--- src/hw/rtl/aes128_cfb8_encrypt_defines.svh ---
// Assertion macros for the CFB8 encryptor
`ifndef AES128_CFB8_ENCRYPT_DEFINES_SVH
`define AES128_CFB8_ENCRYPT_DEFINES_SVH

// Implication checked on every rising edge outside reset
`define ACE_ASSERT_IMP(lbl, clk, rst_n, ante, cons) \
    lbl: assert property (@(posedge clk) disable iff (!rst_n) (ante) |-> (cons)) \
        else $error("assertion failed");

// Next-cycle implication
`define ACE_ASSERT_NXT(lbl, clk, rst_n, ante, cons) \
    lbl: assert property (@(posedge clk) disable iff (!rst_n) (ante) |=> (cons)) \
        else $error("assertion failed");

`endif

--- src/hw/rtl/ace_pkg.sv ---
// Package: AES tables, helper functions and command types
`timescale 1ns / 1ps
package ace_pkg;

    localparam int unsigned ByteW = 8;
    localparam int unsigned BlkW = 128;
    localparam int unsigned RoundsN = 10;
    localparam int unsigned RndW = 4;

    localparam logic [1:0] CfgKeyLow = 2'd0;
    localparam logic [1:0] CfgKeyHigh = 2'd1;
    localparam logic [1:0] CfgIvLow = 2'd2;
    localparam logic [1:0] CfgIvHigh = 2'd3;

    typedef struct packed {
        logic key_start;  // begin key expansion
        logic key_step;   // compute next round key
        logic load_blk;   // start a block (start mark / shift reg selected)
        logic round;      // apply one AES round
        logic finish;     // xor byte, shift feedback, present result
    } t_cmd;

    typedef struct packed {
        logic [RndW-1:0] round_num;
    } t_sts;

    function automatic logic [7:0] sbox(input logic [7:0] a);
        logic [7:0] t [256];
        t = '{
        8'h63,8'h7c,8'h77,8'h7b,8'hf2,8'h6b,8'h6f,8'hc5,8'h30,8'h01,8'h67,8'h2b,8'hfe,8'hd7,8'hab,8'h76,
        8'hca,8'h82,8'hc9,8'h7d,8'hfa,8'h59,8'h47,8'hf0,8'had,8'hd4,8'ha2,8'haf,8'h9c,8'ha4,8'h72,8'hc0,
        8'hb7,8'hfd,8'h93,8'h26,8'h36,8'h3f,8'hf7,8'hcc,8'h34,8'ha5,8'he5,8'hf1,8'h71,8'hd8,8'h31,8'h15,
        8'h04,8'hc7,8'h23,8'hc3,8'h18,8'h96,8'h05,8'h9a,8'h07,8'h12,8'h80,8'he2,8'heb,8'h27,8'hb2,8'h75,
        8'h09,8'h83,8'h2c,8'h1a,8'h1b,8'h6e,8'h5a,8'ha0,8'h52,8'h3b,8'hd6,8'hb3,8'h29,8'he3,8'h2f,8'h84,
        8'h53,8'hd1,8'h00,8'hed,8'h20,8'hfc,8'hb1,8'h5b,8'h6a,8'hcb,8'hbe,8'h39,8'h4a,8'h4c,8'h58,8'hcf,
        8'hd0,8'hef,8'haa,8'hfb,8'h43,8'h4d,8'h33,8'h85,8'h45,8'hf9,8'h02,8'h7f,8'h50,8'h3c,8'h9f,8'ha8,
        8'h51,8'ha3,8'h40,8'h8f,8'h92,8'h9d,8'h38,8'hf5,8'hbc,8'hb6,8'hda,8'h21,8'h10,8'hff,8'hf3,8'hd2,
        8'hcd,8'h0c,8'h13,8'hec,8'h5f,8'h97,8'h44,8'h17,8'hc4,8'ha7,8'h7e,8'h3d,8'h64,8'h5d,8'h19,8'h73,
        8'h60,8'h81,8'h4f,8'hdc,8'h22,8'h2a,8'h90,8'h88,8'h46,8'hee,8'hb8,8'h14,8'hde,8'h5e,8'h0b,8'hdb,
        8'he0,8'h32,8'h3a,8'h0a,8'h49,8'h06,8'h24,8'h5c,8'hc2,8'hd3,8'hac,8'h62,8'h91,8'h95,8'he4,8'h79,
        8'he7,8'hc8,8'h37,8'h6d,8'h8d,8'hd5,8'h4e,8'ha9,8'h6c,8'h56,8'hf4,8'hea,8'h65,8'h7a,8'hae,8'h08,
        8'hba,8'h78,8'h25,8'h2e,8'h1c,8'ha6,8'hb4,8'hc6,8'he8,8'hdd,8'h74,8'h1f,8'h4b,8'hbd,8'h8b,8'h8a,
        8'h70,8'h3e,8'hb5,8'h66,8'h48,8'h03,8'hf6,8'h0e,8'h61,8'h35,8'h57,8'hb9,8'h86,8'hc1,8'h1d,8'h9e,
        8'he1,8'hf8,8'h98,8'h11,8'h69,8'hd9,8'h8e,8'h94,8'h9b,8'h1e,8'h87,8'he9,8'hce,8'h55,8'h28,8'hdf,
        8'h8c,8'ha1,8'h89,8'h0d,8'hbf,8'he6,8'h42,8'h68,8'h41,8'h99,8'h2d,8'h0f,8'hb0,8'h54,8'hbb,8'h16};
        return t[a];
    endfunction

    function automatic logic [7:0] rcon(input logic [RndW-1:0] r);
        logic [7:0] v;
        case (r)
            4'd1: v = 8'h01;
            4'd2: v = 8'h02;
            4'd3: v = 8'h04;
            4'd4: v = 8'h08;
            4'd5: v = 8'h10;
            4'd6: v = 8'h20;
            4'd7: v = 8'h40;
            4'd8: v = 8'h80;
            4'd9: v = 8'h1b;
            4'd10: v = 8'h36;
            default: v = 8'h00;
        endcase
        return v;
    endfunction

    function automatic logic [7:0] xtime(input logic [7:0] a);
        return {a[6:0], 1'b0} ^ (a[7] ? 8'h1b : 8'h00);
    endfunction

endpackage

--- src/hw/rtl/ace_ctrl.sv ---
// Controller: sequences key expansion, rounds and result handoff
`timescale 1ns / 1ps
`include "aes128_cfb8_encrypt_defines.svh"
module ace_ctrl
    import ace_pkg::*;
(
    input  logic i_clk,
    input  logic i_rst_n,
    input  logic i_key_wr,
    input  logic i_in_valid,
    output logic o_in_stall,
    output logic o_out_valid,
    input  logic i_out_stall,
    input  t_sts i_sts,
    output t_cmd o_cmd
);
    typedef enum logic [1:0] {S_KEY, S_IDLE, S_RUN} t_state;

    t_state r_state;
    logic   r_key_pend;
    logic   r_out_valid;
    logic   w_take;
    logic   w_out_free;

    assign w_out_free = !r_out_valid || !i_out_stall;
    assign o_in_stall = (r_state != S_IDLE) || r_key_pend || i_key_wr;
    assign w_take = i_in_valid && !o_in_stall;
    assign o_out_valid = r_out_valid;

    always_comb begin
        o_cmd = '0;
        o_cmd.key_start = (r_state == S_IDLE) && r_key_pend && !i_key_wr;
        o_cmd.key_step = (r_state == S_KEY);
        o_cmd.load_blk = w_take;
        o_cmd.round = (r_state == S_RUN) && (i_sts.round_num != RndW'(RoundsN + 1));
        o_cmd.finish = (r_state == S_RUN) && (i_sts.round_num == RndW'(RoundsN + 1))
                       && w_out_free;
    end

    always_ff @(posedge i_clk) begin
        if (!i_rst_n) begin
            r_state <= S_IDLE;
            r_key_pend <= 1'b1;
            r_out_valid <= 1'b0;
        end else begin
            if (i_key_wr) r_key_pend <= 1'b1;
            else if (o_cmd.key_start) r_key_pend <= 1'b0;
            if (o_cmd.finish) r_out_valid <= 1'b1;
            else if (!i_out_stall) r_out_valid <= 1'b0;
            case (r_state)
                S_IDLE: begin
                    if (o_cmd.key_start) r_state <= S_KEY;
                    else if (w_take) r_state <= S_RUN;
                end
                S_KEY: begin
                    // last step produces round key 10
                    if (i_sts.round_num == RndW'(RoundsN - 1)) r_state <= S_IDLE;
                end
                S_RUN: begin
                    if (o_cmd.finish) r_state <= S_IDLE;
                end
                default: r_state <= S_IDLE;
            endcase
        end
    end

    `ACE_ASSERT_IMP(a_no_take_busy, i_clk, i_rst_n, r_state != S_IDLE, !w_take)
    `ACE_ASSERT_NXT(a_finish_valid, i_clk, i_rst_n, o_cmd.finish, r_out_valid)
    `ACE_ASSERT_IMP(a_one_cmd, i_clk, i_rst_n, 1'b1,
        $onehot0({o_cmd.key_start, o_cmd.key_step, o_cmd.load_blk, o_cmd.round}))
endmodule

--- config.mk ---
export PLATFORM = sky130hd
export DESIGN_NAME = ace_ctrl
export DESIGN_NICKNAME = d
export VERILOG_FILES = /design/src/hw/rtl/ace_pkg.sv /design/src/hw/rtl/ace_ctrl.sv
export VERILOG_INCLUDE_DIRS = /design/src /design/src/hw/rtl
export SDC_FILE = /design/constraint.sdc
export NUM_CORES = 1
export LEC_CHECK = 0
export BUFFER_PORTS_ARGS = -buffer_cell sky130_fd_sc_hd__buf_2
export CAP_MARGIN = 10
export CORE_AREA = 5 5 42 44
export CTS_BUF_LIST = sky130_fd_sc_hd__clkbuf_4
export DETAILED_ROUTE_END_ITERATION = 6
export DIE_AREA = 0 0 47 49
export HOLD_SLACK_MARGIN = 0.02
export PLACE_DENSITY = 0.54
export SYNTH_ARGS = -nofsm -noshare
export SYNTH_HDL_FRONTEND = slang
export SYNTH_SLANG_ARGS = --single-unit
export TNS_END_PERCENT = 1
--- constraint.sdc ---
create_clock -name i_clk -period 1.61 [get_ports i_clk]
set_clock_uncertainty 0.05 [all_clocks]
set_input_delay 0.0805 -clock i_clk [delete_from_list [all_inputs] [get_ports i_clk]]
set_output_delay 0.0805 -clock i_clk [all_outputs]
set_load 0.01 [all_outputs]
Word-level counts from Yosys, hierarchy flattened:

Index checks and enable logic that the tools add are counted.

* register bits: 4
* bits of input ports: 9
* output and inout bits: 7
* word-level logic and storage cells: 37

* equal/unequal tests: 10
* multiplexer cells: 7
* bitwise logic cells: 1
* reductions and logical operators: 16

Operator list (count)
* 4-bit equality test (second input constant): 2
* 2-bit 2-to-1 mux: 4
* 1-bit logical AND: 6
* 2-bit by 1-bit != test with 1-bit output (second input constant): 3
* 2-bit case mux with 3 select lines: 1
* 1-bit zero test: 4
* 4-bit != test (second input constant): 1
* 1-bit logical OR: 3
* 3-bit != test (second input constant): 1
* 3-bit AND reduction: 1
* 2-bit by 1-bit equality test with 1-bit output (second input constant): 1
* 2-bit equality test (second input constant): 1
* 2-bit zero test: 1
* 1-bit 2-to-1 mux: 2
* 2-bit != test (second input constant): 1
* 2-bit OR reduction: 1
* 1-bit inverter: 1

Logic depth before layout (Yosys ltp):

Gate-level depths: netlist of the first run.

* depth after elaboration: 8
* gate-level depth with buffers: 3
* depth with buffers taken out: 3

Least setup slack after synthesis of the first run:

No wires, ideal clock.

* kind: register to output
* start point: register r_state[1]
* end point: output port o_cmd[2] in the netlist's numbering
* arrival: 1.085 ns
* data required time: 1.479 ns
* setup slack: 0.395 ns
* stages on the path, launching flop included: 4
* buffers on the path: 1
* cells stage by stage: dfxtp_1 or3b_4 nor3b_2 buf_4

* cells in the longest elaborated chain, start to end: 5

RTL lines
* from (decl): RTL line ace_ctrl.sv:19 `t_state r_state;`
* from (signal assigned): RTL line ace_ctrl.sv:42 `r_state <= S_IDLE;`
* from (signal assigned): RTL line ace_ctrl.sv:52 `if (o_cmd.key_start) r_state <= S_KEY;`
* from (signal assigned): RTL line ace_ctrl.sv:53 `else if (w_take) r_state <= S_RUN;`
* 2-bit by 1-bit != test with 1-bit output: RTL line ace_ctrl.sv:26 `assign o_in_stall = (r_state != S_IDLE) || r_key_pend || i_key_wr;`
* 1-bit logical OR (2 in series): RTL line ace_ctrl.sv:26
* 1-bit zero test: RTL line ace_ctrl.sv:27 `assign w_take = i_in_valid && !o_in_stall;`
* 1-bit logical AND: RTL line ace_ctrl.sv:27
* to (decl): RTL line ace_ctrl.sv:15 `output t_cmd o_cmd`

Every way passes these cells.

==> metrics, run 1 <==
DP Area 334 sq um; Critical Path Start Type flop; H-tree Lvls 1; global-route wire length before repair 959 um; CP max-delay cell or3b_4; Die Y 49 um; share of async-settable or async-resettable flops after synthesis 0; Most used DFF post-synth dfxtp_1; post-synth top area cell dfxtp_1; TNS Setup 0 ns; status finished clean; antenna violations before repair 0; nets 60; static leakage 0.182 nW; Max IR drop VDD ~0.19 mV; number of DRC markers in iteration 0 0; total number of yosys warnings 0; CP Max Fanout 6; synthesized area between 200 and 250 sq um; top post-synthesis cells by count 5 x nor2_1, 4 x dfxtp_1, 3 x a21oi_1, 3 x nand2b_1; Crit Path Category flop to primary output; Tot Pwr 0.309 mW; worst slew pin tran around 0.20 ns; total track usage 0.0654; Max-slew headroom 0.867; Required @ worst endpoint 1.48 ns; #FFs+latches synth 4; Initial DRT Pass Iterations 1; power per cell area 842 nW/um^2; fin cells 65; Overflow after GRT 0; Num CTS Buffers 3; CP cell instances or3b_4 > nor3b_2 > buf_2; reg2reg end r_state[1]; clk buf depth 2; RSZ-0062 raised after global routing no; Post-synth EDFFs 0; CTS tree done; worst hold path class input pin to flop; total die area 2300 sq um; Crit. Startpoint r_state[0]; row count 14; IO Pins 16; final setup violation count 0; layout cells sized above 1 0.408; synth top area cells dfxtp_1 32%, nand2b_1 7.6%, nor2_1 7.6%; Post-Synthesis Cells 31; clock sink total 4; via count roughly 270; PortBufs 15; clk root buf clkbuf_4; Final Hold Vio Count 0; top-count cell post-synth nor2_1; max cap viols 0; vias in the first global route 241; initial core utilization 0.176; Pins Over Slew Limit 0; Final period util 0.934; synthesized area per cell 7.95 sq um; Reg clk slew, reported paths 0.03 ns; top-area cell type share of the netlist area 0.325; Design Area, Final 367 sq um; worst r2r src r_state[0]; DR WL/cell 9.20 um; Worst EP arrival 1.37 ns; final hold slack a little over 0.08 ns; area grow syn2layout 48.7%; CORE AREA approximately 1400 sq um; Vias/cell 4.11; CP endpoint o_cmd[2]; flop2flop setup slack 0.37 ns; Worst path max stage delay 0.41 ns; Placed Cells incl. Taps between 60 and 70; post-synthesis sequential area ratio 0.325; Netlist cell types 18; # DRC 0; WL final roughly 600 um; CP Capture Type primary output; RD Place Congestion 0.693; largest net degree at the start of global routing 8; dpl hpwl around 530 um; worst skew pair latency 0.23 ns; antenna cells 0; PostCTS Resize Cnt 0; crit path time final 1.50 ns; Worst Reg-to-Reg Cells 3; Antenna Nets Post-Route 0; Net Count, Synth 40; DIE WIDTH 47 um; achievable frequency 0.665 GHz
-- layout by cell type (no fill, tap or decap) --
cell type / instances
o21a_1: 1
nand3_1: 1
a21boi_0: 1
and4b_1: 1
dlygate4sd3_1: 1
buf_2: 15
o22ai_1: 1
dfxtp_1: 4
o21ai_0: 2
nor2b_1: 2
a21oi_1: 3
inv_1: 1
or3b_4: 1
nor2_1: 5
nand2_1: 1
clkbuf_4: 3
nand2b_1: 3
and3b_1: 1
nand3b_1: 1
nor3b_2: 1
-- state kept, by name, indices dropped and copies added (netlist names) --
name         cells
r_state          2
r_key_pend       1
o_out_valid      1
-- metrics by stage --
| step | setup slack, ns | utilization |
|---|---|---|
| 2_1_floorplan | 0.395 | - |
| 3_3_place_gp | 0.363 | 0.238 |
| 4_1_cts | 0.0732 | 0.262 |
| 6_report | 0.106 | 0.262 |
| 3_5_place_dp | 0.331 | 0.238 |
| 5_1_grt | 0.00459 | 0.262 |
-- worst max-delay path: cells and delay by family (launching register included) --
family	cells	cell delay (ns)
buf+inv	1	0.16
flops	1	0.36
simple gates	2	0.62
-- where the power goes --
| part | leakage (nW) | internal (mW) | switching (mW) |
|---|---|---|---|
| Sequential | 0.0328 | 0.108 | 0.00811 |
| Combinational | 0.135 | 0.0412 | 0.0313 |
| Clock | 0.0138 | 0.0831 | 0.0370 |
| Total | 0.182 | 0.232 | 0.0764 |
-- timing repair --
action | 4_1_cts | 5_1_grt
hold endpoints to repair | 1 | 0
setup buffers | 0 | 0
hold buffers | 1 | 0
-- cell families after synthesis --
logic type | after synthesis | synth area share
AND/OR/NAND/NOR | 17 | 0.442
flip-flops | 4 | 0.325
buffers and inverters | 2 | 0.0457
AO/OA/AOI/OAI | 8 | 0.188
-- routing by layer --
metal	routed length, um	track usage	vias to the layer above
met5	0	0	-
met1	257	0.0811	108
met2	242	0.0656	11
li1	-	-	146
met3	69	0.0221	2
met4	28	0.0968	0
-- worst min-delay path by stage --
| stage | slack [ns] | cells after the start | start | endpoint |
|---|---|---|---|---|
| 6_report | 0.08 | 2 | i_rst_n | r_state[1] |
| 5_1_grt | 0.09 | 2 | i_rst_n | r_state[1] |
| 4_1_cts | 0.07 | 2 | i_rst_n | r_state[1] |
| 3_5_place_dp | 0.26 | 3 | i_key_wr | r_key_pend |
| 3_3_place_gp | 0.25 | 3 | i_key_wr | r_key_pend |
| 2_1_floorplan | 0.13 | 2 | i_key_wr | r_key_pend |
-- final cells by class --
cell class	instances	area [sq um]
fillers	169	1030
repair buffers	16	85.1
clock buffers	3	22.5
well taps	16	20.0
multi-input cells	25	155
flip-flops and latches	4	80.1
inverters	1	3.75
Note: power is estimated with default switching activity, not from simulation.
==> run 2, diff against run 1 <==
BUFFER_PORTS_ARGS = -buffer_cell sky130_fd_sc_hd__clkbuf_2   (was -buffer_cell sky130_fd_sc_hd__buf_2)
RECOVER_POWER = 100   (was not set)
==> run 2 against run 1 <==
Net effect: clock-buffer cell count did not move; highest routed layer unchanged; sequential power barely moved; critical endpoint unchanged; critical path depth unchanged; largest power group unchanged.
==> metrics, run 2 (synthesized netlist as in run 1, its figures left out) <==
clk buf depth 2 (unchanged); IO Pins 16 (unchanged); power per cell area 883 nW/um^2 (+4.9%); Num CTS Buffers 3 (unchanged); Die Y 49 um (unchanged); total track usage 0.0662 (+0.000704); clock sink total 4 (unchanged); number of flip-flops in the largest register 2 (unchanged); filler cell count 170 (+0.59%); CP Max Fanout 7 (+1); achievable frequency 0.657 GHz (-1.2%); antenna cells 0 (unchanged); Placed Cells incl. Taps 61 (unchanged); Initial DRT Pass Iterations 2 (+1); antenna violations before repair 0 (unchanged); final setup violation count 0 (unchanged); Worst EP arrival 1.39 ns (+0.02 ns); DP Area 334 sq um (unchanged); Antenna Nets Post-Route 0 (unchanged); max cap viols 0 (unchanged); area grow syn2layout 41.6%; PortBufs 15 (unchanged); worst slew pin tran 0.197 ns (-0.00254 ns); Vias/cell 4.11 (about the same); WP buf/inv 1 (unchanged); worst hold path class input pin to flop; commonest non-fill, non-tap cell in the layout clkbuf_2; via count 263 (-1.5%); dpl hpwl 530 um (+0.21%); DIE WIDTH 47 um (unchanged); Max-slew headroom 0.868 (+0.00170); Overflow after GRT 0 (unchanged); Post-CTS Setup Inserts 0 (unchanged); CP cell instances or3b_4 > nor3b_2 > clkbuf_2; Most flops, register r_state; Final Hold Vio Count 0 (unchanged); WL final 623 um (+4.2%); global-route wire length before repair 1010 um (+5.0%); DR WL/cell 9.73 um (+5.8%); fin cells 64 (-1.5%); # DRC 0 (unchanged); Max IR drop VDD 0.204 mV (+6.9%); CP Capture Type primary output; Required @ worst endpoint 1.48 ns (about the same); status finished clean; CORE AREA 1400 sq um (unchanged); row count 14 (unchanged); static leakage 0.157 nW (-14%); pre-CTS setup slack 0.317 ns (-0.0137 ns); vias in the first global route 247 (+2.5%); PostCTS Resize Cnt 0 (unchanged); clk root buf clkbuf_4; worst skew pair latency 0.23 ns (about the same); layout cells sized above 1 0.292 (-0.116); final hold slack 0.0185 ns (-0.0629 ns); TNS Setup 0 ns (unchanged); Final period util 0.946 (+0.0115); Critical Path Start Type flop; RD Place Congestion 0.692 (about the same); final core area utilization 0.249 (-0.0125); final setup margin 0.0874 ns (-0.0185 ns); total die area 2300 sq um (unchanged); most frequent cells in the layout 9 x clkbuf_2, 6 x clkbuf_1, 5 x nor2_1; Design Area, Final 349 sq um (-4.8%); nets 59 (-1.7%); H-tree Lvls 1 (unchanged); RSZ-0062 raised after global routing no; CTS Hold Bufs 0 (-1); CP max-delay cell or3b_4; family with the most delay on the worst path simple AND/OR/NAND/NOR gates; Pins Over Slew Limit 0 (unchanged); largest net degree at the start of global routing 8 (unchanged); crit path time final 1.52 ns (+0.0185 ns); Reg clk slew, reported paths 0.04 ns (about the same); initial core utilization 0.176 (unchanged); Tot Pwr 0.308 mW (-0.15%); Worst path max stage delay 0.43 ns (+0.02 ns); number of DRC markers in iteration 0 3 (+3); CTS tree done; Crit Path Category flop to primary output
run 2: worst min-delay path: cells and delay by family:
family | cells | cell delay [ns]
simple gates | 1 | 0.04
compound gates | 1 | 0.05
buf+inv | 1 | 0.09
run 2: layout make-up:
cell class,instances,area (sq um),area share
Multi-Input combinational cell,25,155,0.444
Sequential cell,4,80.1,0.229
Timing Repair Buffer,15,67.6,0.194
Clock buffer,3,22.5,0.0645
Tap cell,16,20.0,0.0573
Inverter,1,3.75,0.0108
run 2: final timing paths:
check                                start         end  slack, ns  depth (start not counted)
worst min-delay path              i_key_wr  r_key_pend       0.02                          3
worst min register to register  r_key_pend  r_key_pend       0.49                          2
worst max register to register  r_state[1]  r_state[1]       0.35                          3
worst max-delay path            r_state[1]    o_cmd[2]       0.09                          3
run 2: report_power, final:
part / switching (mW) / total, mW / internal (mW)
logic: 0.0321 / 0.0688 / 0.0368
registers: 0.00801 / 0.116 / 0.108
clock network: 0.0401 / 0.123 / 0.0833
run 2: metal layers:
metal	vias up	track usage	wire, um
met1	108	0.0855	290
met4	0	0.0968	27
li1	142	-	-
met5	-	0	0
met2	11	0.0679	251
met3	2	0.0148	54
